[src/hdl/lr_parse_engine_assert.svh]
// Assertion macros for the parse engine.
`ifndef LR_PARSE_ENGINE_ASSERT_SVH
`define LR_PARSE_ENGINE_ASSERT_SVH

// Same-cycle implication.
`define LRPE_ASSERT_IMPL(lbl, clk, rst, ante, cons) \
   lbl: assert property (@(posedge clk) disable iff (rst) (ante) |-> (cons)) \
      else $error("lr_parse_engine assertion failed");

// Next-cycle implication.
`define LRPE_ASSERT_NEXT(lbl, clk, rst, ante, cons) \
   lbl: assert property (@(posedge clk) disable iff (rst) (ante) |=> (cons)) \
      else $error("lr_parse_engine assertion failed");

`endif

[src/hdl/lrpe_pkg.sv]
package lrpe_pkg;

   localparam int NUM_STATES_DEF   = 256;
   localparam int NUM_TOKENS_DEF   = 64;
   localparam int NUM_RULES_DEF    = 128;
   localparam int STACK_DEPTH_DEF  = 64;
   localparam int MAX_RULE_LEN_DEF = 15;
   localparam int SLOT_COUNT_DEF   = 1024;

   localparam int MAX_REDUCE  = 63;
   localparam int QUEUE_DEPTH = 2;

   typedef enum logic [1:0] {
      OP_TOKEN = 2'd0,
      OP_TABLE = 2'd1,
      OP_RULE  = 2'd2,
      OP_START = 2'd3
   } op_type;

   typedef enum logic [2:0] {
      EV_SHIFT    = 3'd0,
      EV_REDUCE   = 3'd1,
      EV_ACCEPT   = 3'd2,
      EV_SYNTAX   = 3'd3,
      EV_LEXER    = 3'd4,
      EV_OVERFLOW = 3'd5,
      EV_LOAD     = 3'd6
   } event_type;

   typedef enum logic [1:0] {
      KIND_ERROR  = 2'd0,
      KIND_SHIFT  = 2'd1,
      KIND_REDUCE = 2'd2,
      KIND_ACCEPT = 2'd3
   } kind_type;

   typedef struct packed {
      op_type     op;
      logic [5:0] token;
      logic       lex_error;
      logic [7:0] state_sel;
      kind_type   entry_kind;
      logic [7:0] entry_target;
      logic [6:0] rule_sel;
      logic [3:0] rule_len;
      logic [5:0] rule_lhs;
   } item_type;

   typedef struct packed {
      event_type  event_res;
      logic [6:0] rule_num;
      logic [3:0] pop_count;
      logic [9:0] slot;
      logic [7:0] state_out;
      logic [5:0] bad_token;
      logic [5:0] last_token;
      logic       last;
   } rsp_type;

endpackage

[src/hdl/lrpe_ifs.sv]
interface lrpe_req_if;
   logic       valid;
   logic       ready;
   logic [1:0] op;
   logic [5:0] token;
   logic       lex_error;
   logic [7:0] state_sel;
   logic [1:0] entry_kind;
   logic [7:0] entry_target;
   logic [6:0] rule_sel;
   logic [3:0] rule_len;
   logic [5:0] rule_lhs;

   modport source (output valid, op, token, lex_error, state_sel, entry_kind,
                   entry_target, rule_sel, rule_len, rule_lhs, input ready);
   modport sink (input valid, op, token, lex_error, state_sel, entry_kind,
                 entry_target, rule_sel, rule_len, rule_lhs, output ready);
endinterface


[src/hdl/lrpe_front.sv]
module lrpe_front (
   input  logic                clock,
   input  logic                reset,
   lrpe_req_if.sink            req_chan,
   output logic                item_valid,
   output lrpe_pkg::item_type  item,
   input  logic                item_pop
);
   import lrpe_pkg::*;

   localparam int QAW = (QUEUE_DEPTH > 1) ? $clog2(QUEUE_DEPTH) : 1;
   localparam int QCW = $clog2(QUEUE_DEPTH + 1);

   item_type       q_ff [QUEUE_DEPTH];
   logic [QAW-1:0] wr_ptr_ff, wr_ptr_in;
   logic [QAW-1:0] rd_ptr_ff, rd_ptr_in;
   logic [QCW-1:0] count_ff, count_in;
   logic           push;
   item_type       new_item;

   function automatic logic [QAW-1:0] ptr_inc(input logic [QAW-1:0] p);
      return (32'(p) == QUEUE_DEPTH - 1) ? '0 : p + 1'b1;
   endfunction

   always_comb begin
      new_item.op           = op_type'(req_chan.op);
      new_item.token        = req_chan.token;
      new_item.lex_error    = req_chan.lex_error;
      new_item.state_sel    = req_chan.state_sel;
      new_item.entry_kind   = kind_type'(req_chan.entry_kind);
      new_item.entry_target = req_chan.entry_target;
      new_item.rule_sel     = req_chan.rule_sel;
      new_item.rule_len     = req_chan.rule_len;
      new_item.rule_lhs     = req_chan.rule_lhs;
   end

   assign req_chan.ready = (32'(count_ff) != QUEUE_DEPTH);
   assign push           = req_chan.valid && req_chan.ready;
   assign item_valid     = (count_ff != '0);
   assign item           = q_ff[rd_ptr_ff];

   always_comb begin
      wr_ptr_in = push ? ptr_inc(wr_ptr_ff) : wr_ptr_ff;
      rd_ptr_in = item_pop ? ptr_inc(rd_ptr_ff) : rd_ptr_ff;
      count_in  = count_ff + QCW'(push) - QCW'(item_pop);
   end

   always_ff @(posedge clock) begin
      if (reset) begin
         wr_ptr_ff <= '0;
         rd_ptr_ff <= '0;
         count_ff  <= '0;
      end else begin
         wr_ptr_ff <= wr_ptr_in;
         rd_ptr_ff <= rd_ptr_in;
         count_ff  <= count_in;
      end
      if (push) begin
         q_ff[wr_ptr_ff] <= new_item;
      end
   end

endmodule

[src/flat_wrapper.sv]
// flat-port wrapper written by rule: the top's interface ports become plain ports
module lrpe_front_flat import lrpe_pkg::*;
  (clock, reset, item_valid, item, item_pop, req_chan_valid, req_chan_op, req_chan_token, req_chan_lex_error, req_chan_state_sel, req_chan_entry_kind, req_chan_entry_target, req_chan_rule_sel, req_chan_rule_len, req_chan_rule_lhs, req_chan_ready);
  lrpe_req_if req_chan_i ();
  input  logic clock;
  input  logic reset;
  output logic item_valid;
  output lrpe_pkg::item_type item;
  input  logic item_pop;
  input wire logic [$bits(req_chan_i.valid)-1:0] req_chan_valid;
  input wire logic [$bits(req_chan_i.op)-1:0] req_chan_op;
  input wire logic [$bits(req_chan_i.token)-1:0] req_chan_token;
  input wire logic [$bits(req_chan_i.lex_error)-1:0] req_chan_lex_error;
  input wire logic [$bits(req_chan_i.state_sel)-1:0] req_chan_state_sel;
  input wire logic [$bits(req_chan_i.entry_kind)-1:0] req_chan_entry_kind;
  input wire logic [$bits(req_chan_i.entry_target)-1:0] req_chan_entry_target;
  input wire logic [$bits(req_chan_i.rule_sel)-1:0] req_chan_rule_sel;
  input wire logic [$bits(req_chan_i.rule_len)-1:0] req_chan_rule_len;
  input wire logic [$bits(req_chan_i.rule_lhs)-1:0] req_chan_rule_lhs;
  output wire logic [$bits(req_chan_i.ready)-1:0] req_chan_ready;
  assign req_chan_i.valid = req_chan_valid;
  assign req_chan_i.op = req_chan_op;
  assign req_chan_i.token = req_chan_token;
  assign req_chan_i.lex_error = req_chan_lex_error;
  assign req_chan_i.state_sel = req_chan_state_sel;
  assign req_chan_i.entry_kind = req_chan_entry_kind;
  assign req_chan_i.entry_target = req_chan_entry_target;
  assign req_chan_i.rule_sel = req_chan_rule_sel;
  assign req_chan_i.rule_len = req_chan_rule_len;
  assign req_chan_i.rule_lhs = req_chan_rule_lhs;
  assign req_chan_ready = req_chan_i.ready;
  lrpe_front u_core (.clock(clock), .reset(reset), .req_chan(req_chan_i), .item_valid(item_valid), .item(item), .item_pop(item_pop));
endmodule
[config.mk]
export PLATFORM = sky130hd
export DESIGN_NAME = lrpe_front_flat
export DESIGN_NICKNAME = d
export VERILOG_FILES = /design/src/hdl/lr_parse_engine_assert.svh /design/src/hdl/lrpe_pkg.sv /design/src/hdl/lrpe_ifs.sv /design/src/hdl/lrpe_front.sv /design/src/flat_wrapper.sv
export SDC_FILE = /design/constraint.sdc
export NUM_CORES = 1
export LEC_CHECK = 0
export ABC_AREA = 1
export BUFFER_PORTS_ARGS = -buffer_cell sky130_fd_sc_hd__buf_2
export CORE_MARGIN = 1
export CORE_UTILIZATION = 30
export DETAILED_ROUTE_END_ITERATION = 8
export HOLD_SLACK_MARGIN = 0.12
export SLEW_MARGIN = 20
export SYNTH_ARGS = -nofsm -noshare
export SYNTH_HDL_FRONTEND = slang
export SYNTH_SLANG_ARGS = --single-unit
[constraint.sdc]
create_clock -name clock -period 6.9 [get_ports clock]
set_input_delay 0.345 -clock clock [delete_from_list [all_inputs] [get_ports clock]]
set_output_delay 0.345 -clock clock [all_outputs]
set_load 0.01 [all_outputs]
==> results of run 1 <==
==> flip-flops by register name, summed over array words and instances (netlist names), named ones only <==
| signal | count |
|---|---|
| u_core.count_ff | 2 |
| u_core.q_ff | 88 |
| u_core.rd_ptr_ff | 1 |
| u_core.wr_ptr_ff | 1 |
==> cells in the mapped netlist <==
| master | n |
|---|---|
| edfxtp_1 | 88 |
| mux2_4 | 40 |
| nand2_1 | 7 |
| nor2_1 | 7 |
| dfxtp_1 | 5 |
| inv_1 | 5 |
| buf_12 | 4 |
| mux2_2 | 4 |
| xnor2_1 | 2 |
| a21oi_1 | 1 |
| buf_6 | 1 |
| ha_1 | 1 |
| nand3_1 | 1 |
| or2_2 | 1 |
==> logic make-up after synthesis <==
| logic type | after synthesis |
|---|---|
| AO/OA/AOI/OAI | 1 |
| XOR/XNOR | 2 |
| adder cells (fa/ha/maj) | 1 |
| buffers and inverters | 10 |
| flip-flops | 93 |
| multiplexers | 44 |
| AND/OR/NAND/NOR | 16 |
==> layout by cell type (no fill, tap or decap) <==
master and count:
or2_2 1, clkinv_1 1, a21oi_1 1, clkinvlp_4 3, buf_2 93, mux2_4 40
dfxtp_1 4, ha_1 1, edfxtp_1 88, inv_2 1, nor2_4 1, bufinv_16 1
dfxtp_4 1, nor2_1 6, nand3_1 1, inv_1 4, xnor2_1 2, clkbuf_16 9
nand2_1 7, inv_6 2, mux2_2 4, buf_4 1
==> layer usage <==
layer	vias up	global-route usage (%)	part of all wire, %
met5	-	0	0
met4	0	5.41	2.2
met3	10	2.67	6.3
met2	55	15.5	48
met1	816	10.5	43
li1	832	-	-
==> worst max-delay path by stage <==
stage                             startpoint                      endpoint  slack [ps]
5_1_grt                            flip-flop                      item[37]        4700
3_5_place_dp   u_core.count_ff[0]$_SDFF_PP0_  u_core.q_ff[1][30]$_DFFE_PP_        5000
2_1_floorplan  u_core.count_ff[0]$_SDFF_PP0_   u_core.q_ff[0][0]$_DFFE_PP_        4020
4_1_cts                            flip-flop                      item[33]        4720
6_report                           flip-flop                      item[37]        4780
3_3_place_gp   u_core.count_ff[0]$_SDFF_PP0_   u_core.q_ff[1][2]$_DFFE_PP_        5050
==> power groups by stage <==
stage / sequential, mW / clock (mW) / combinational [mW]
finish: 0.703 / 0.483 / 0.180
global route: 0.708 / 0.517 / 0.194
CTS: 0.705 / 0.496 / 0.185
detailed placement: 0.717 / 0 / 0.184
global placement: 0.715 / 0 / 0.181
floorplan: 0.701 / 0 / 0.136
==> stage by stage <==
step	cells	setup slack, ps	utilization, %	power, mW	hold slack, ps
after floorplan	167	4020	-	0.836	417
after global placement	399	5050	36.0	0.896	498
after detailed placement	399	5000	36.0	0.901	515
after CTS	415	4720	38.6	1.39	189
after global routing	415	4700	38.6	1.42	188
final	415	4780	38.6	1.37	201
==> critical path, delay by kind of cell, from the launching register on <==
family / cells / cell delay (ps)
DFF: 1 / 850
buffers and inverters: 1 / 140
muxes: 1 / 410
==> cell type report <==
class | instances | area (um^2) | area share, %
clock buffers | 9 | 225 | 5.04
repair buffers | 94 | 473 | 10.6
well taps | 143 | 179 | 4.00
flip-flops and latches | 93 | 2750 | 61.5
inverters | 5 | 18.8 | 0.420
clock inverters | 7 | 73.8 | 1.65
multi-input cells | 64 | 752 | 16.8
==> reports/results.ini, run 1 <==
[setup_path]
startpoint_type=flip-flop
r2r.worst_path.cells=6
worstReg2RegStart=u_core.count_ff[0]$_SDFF_PP0_
worstPathRequired_ps=6550
critPathMaxStageDelay_ps=850
critPathCaptureType=output pin
r2r-end=u_core.q_ff[1][27]$_DFFE_PP_
critPathKind=reg -> out
crit_path_cell_trace=mux2_2 -> buf_2
ff2ff_setup_slack_ps=5040
cp_slowest_cell=dfxtp_4
cp.arrival_ps=1780
path_max_fanout=44

[routing]
via_count=1713
drt-vias-per-instance=4.13
ant_nets=0
drtPass1Iterations=8
drt_iter0_markers=76
wl_um=5580
drc=14
wl_per_cell_um=13.4

[finish]
fin_nets=316
drive_above_1_share_pct=57.7
fillerInstances=1087
fin_area_mm2=0.00447
area_delta_synth_final_pct=24.2
antenna_cells=0

[placement]
place_hpwl_um=3650
place_congestion=0.656
placedInstanceArea_mm2=0.00417
port_buffers=93

[outcome]
violations=DRC
status=finished, violations left

[min_path]
whs_path_depth=1
min_path_type=in -> reg
holdPathEnd=u_core.q_ff[1][9]$_DFFE_PP_
min_from=req_chan_rule_len[3]

[timing]
hold_violations=0
rsz0062_at_grt=false
finalSetupViolCount=0
tightest_slew_ps=938
fmax_mhz=472
tns_ps=0
finalCriticalPeriod_ps=2120
finalCritPeriodShare_pct=30.7
finClkSkew_ps=4.94
finalMaxSlewViolations=0
relSlewSlack_pct=37.4

[power_and_ir_drop]
power_density_mw_per_mm2=306
combPwrFrac_pct=13.2
sequentialPowerShare_pct=51.5
leakage_nw=1.76
p_sw_mw=0.312
switching_share_pct=22.8
ir_drop_mv=0.129
clock_power_share_pct=35.3
internal_power_mw=1.05

[global_route]
grt_pass1_vias=1787
antenna_found_initial=0
grt_pass1_wl_um=8660
grt_overflow=0
grt_max_degree=45
track_usage_pct=9.21

[clocking]
clock_sinks=93
holdBufCountCts=0
cts_max_level=3
cts.clk_slew.worst_paths_ps=70
root_buffer=clkbuf_16
cts_tree=yes
clkLatencyLatePin_ps=330
cts_buffer_depth=2
post-cts-setup-buffer-count=0
cts_made_buffers=9
ctsResizeCount=0

[floorplanning]
design.core.area_mm2=0.0116
pin_count=94
rows=39
fp.dieArea_mm2=0.0124
chipHeight_um=112
die_w_um=112
start_util_pct=31.1

[logic_synthesis]
synth.cell_area_mm2=0.00360
synth-adder-area-share_pct=0.348
ys_types=14
muxShareOfSynthArea_pct=17.9
yosysSeqAreaShare_pct=76.2
yosysTopAreaCell=edfxtp_1
yosys-top-cells-area=edfxtp_1 (73%), mux2_4 (17%), dfxtp_1 (2.8%)
ys_seq_elements=93
synth_top_family_by_area=multiplexers
synth_xor_area_share_pct=0.487
synth_warnings=0
synth_fp_nets=216
synth.avg_cell_area_um2=21.5
synthSimpleGateAreaFrac_pct=1.77
synth-compound-area-share_pct=0.139
syn_inst=167
synth_top_area_share_pct=73.5

[job]
maxCapViolCount=0

(Power assumes the default switching activity.)
==> inputs of run 2 (changes only) <==
==> constraint.sdc (replaced) <==
create_clock -name clock -period 1.75 [get_ports clock]
set_input_delay 0.0875 -clock clock [delete_from_list [all_inputs] [get_ports clock]]
set_output_delay 0.0875 -clock clock [all_outputs]
set_load 0.01 [all_outputs]
==> run 2 against run 1 <==
Compared with the run above:
- total power grew to 4.0 times the previous value
- the run still ends with DRC left
- clock-buffer cell count grew 1
- sequential share of layout area shrank 6.5 points
- non-clock buffer count up 50
==> reports/results.ini, run 2 (synthesis results as in run 1) <==
[min_path]
whs_path_depth=2
holdPathEnd=u_core.q_ff[1][6]$_DFFE_PP_
min_path_type=in -> reg
min_from=req_chan_rule_len[0]

[clocking]
cts_max_level=3
clkLatencyLatePin_ps=320
cts_tree=yes
ctsResizeCount=0
root_buffer=clkbuf_16
clock_sinks=93
post-cts-setup-buffer-count=0
cts_made_buffers=9
cts_buffer_depth=2
cts.clk_slew.worst_paths_ps=60

[setup_path]
r2r.worst_path.cells=7
cp_slowest_cell=mux2_2
worstReg2RegStart=u_core.count_ff[0]$_SDFF_PP0_
ff2ff_setup_slack_ps=340
path_buf_inv=2
cp.arrival_ps=1520
path_max_fanout=43
critPathMaxStageDelay_ps=380
critPathKind=reg -> out
worstPathRequired_ps=1660
critPathCaptureType=output pin
r2r-end=u_core.q_ff[1][24]$_DFFE_PP_
startpoint_type=flip-flop
crit_path_cell_trace=buf_12 -> mux2_2 -> buf_2
crit_family=buffers and inverters

[timing]
tightest_slew_ps=331
finalSetupViolCount=0
holdWs_ps=475
finalCritPeriodShare_pct=92.1
finalMaxSlewViolations=0
relSlewSlack_pct=77.9
rsz0062_at_grt=false
tns_ps=0
hold_violations=0
finClkSkew_ps=4.58
finalCriticalPeriod_ps=1610
fmax_mhz=620

[placement]
placedInstanceArea_mm2=0.00423
port_buffers=93
place_congestion=0.660
place_hpwl_um=3640

[floorplanning]
rows=39
start_util_pct=31.1
chipHeight_um=112
die_w_um=112
design.core.area_mm2=0.0116
pin_count=94
fp.dieArea_mm2=0.0124

[finish]
fillerInstances=1041
top_regs=u_core.q_ff (88), u_core.count_ff (2)
top_register=u_core.q_ff
final_cell_mix=buf_2 (93), edfxtp_1 (88), dlygate4sd3_1 (48)
fin_nets=366
fin_area_mm2=0.00499
largest_register_ff_count=88
seq_area_mm2=0.00275
area_delta_synth_final_pct=38.8
multi_input_area_um2=757
antenna_cells=0
drive_above_1_share_pct=49.8
layout_commonest_cell=buf_2

[global_route]
grt_overflow=0
grt_pass1_wl_um=9540
antenna_found_initial=0
grt_pass1_vias=1984
track_usage_pct=10.1
grt_max_degree=45

[routing]
drt-vias-per-instance=4.18
wl_per_cell_um=12.6
ant_nets=0
wl_um=5870
drtPass1Iterations=8
drt_iter0_markers=78
drc=5
via_count=1938

[job]
maxCapViolCount=0

[power_and_ir_drop]
leakage_nw=1.98
power_density_mw_per_mm2=1080
total_power_mw=5.42
ir_drop_mv=0.522

[outcome]
status=finished, violations left
violations=DRC

-- run 2: cell count changes in the layout (fill, tap and decap cells not counted), sizes merged --
cell / before / now
buf: 94 / 96
clkbuf: 9 / 10
dlygate4sd3: 0 / 48
clkinv: 1 / 3
inv: 7 / 4
clkinvlp: 3 / 2
-- run 2: how the worst max path moves through the flow --
| stage | to | slack, ps | cells after the start |
|---|---|---|---|
| after floorplan | u_core.q_ff[1][0]$_DFFE_PP_ | 30 | 5 |
| after global placement | u_core.q_ff[1][28]$_DFFE_PP_ | 380 | 7 |
| after detailed placement | u_core.q_ff[1][28]$_DFFE_PP_ | 350 | 7 |
| after CTS | item[37] | 110 | 3 |
| after global routing | item[37] | 70 | 3 |
| final | item[37] | 140 | 3 |
-- run 2: timing repair --
action                                  4_1_cts  5_1_grt
hold buffers                                 48        0
endpoints found under the hold margin        93        0
endpoints found under the setup margin        0        0
-- run 2: layer usage --
layer  GRT usage, %  up-vias  share of wire, %
met5              0        -                 0
li1               -      931                 -
met2           17.2       58                50
met4           4.32        0               1.4
met3           3.43        8               4.6
met1           11.5      941                44
-- run 2: where the power goes --
part / switching, mW / leakage (nW) / internal, mW
clock network: 0.724 / 0.138 / 1.09
registers: 0.0521 / 0.862 / 2.67
logic: 0.407 / 0.981 / 0.475
total: 1.18 / 1.98 / 4.23
-- run 2: per-stage QoR --
step | std cells | util (%) | setup WS [ps]
floorplan | 167 | - | 25.2
global placement | 401 | 36.6 | 377
detailed placement | 401 | 36.6 | 349
CTS | 464 | 43.2 | 110
global route | 464 | 43.2 | 66.4
finish | 464 | 43.2 | 138
-- run 2: cell type report --
cell class	instances	area share, %
clock buffer	10	4.59
clock inverter	5	1.05
inverter	5	0.451
multi-input combinational	64	15.2
sequential	93	55.0
tap	143	3.58
timing repair buffer	144	20.2
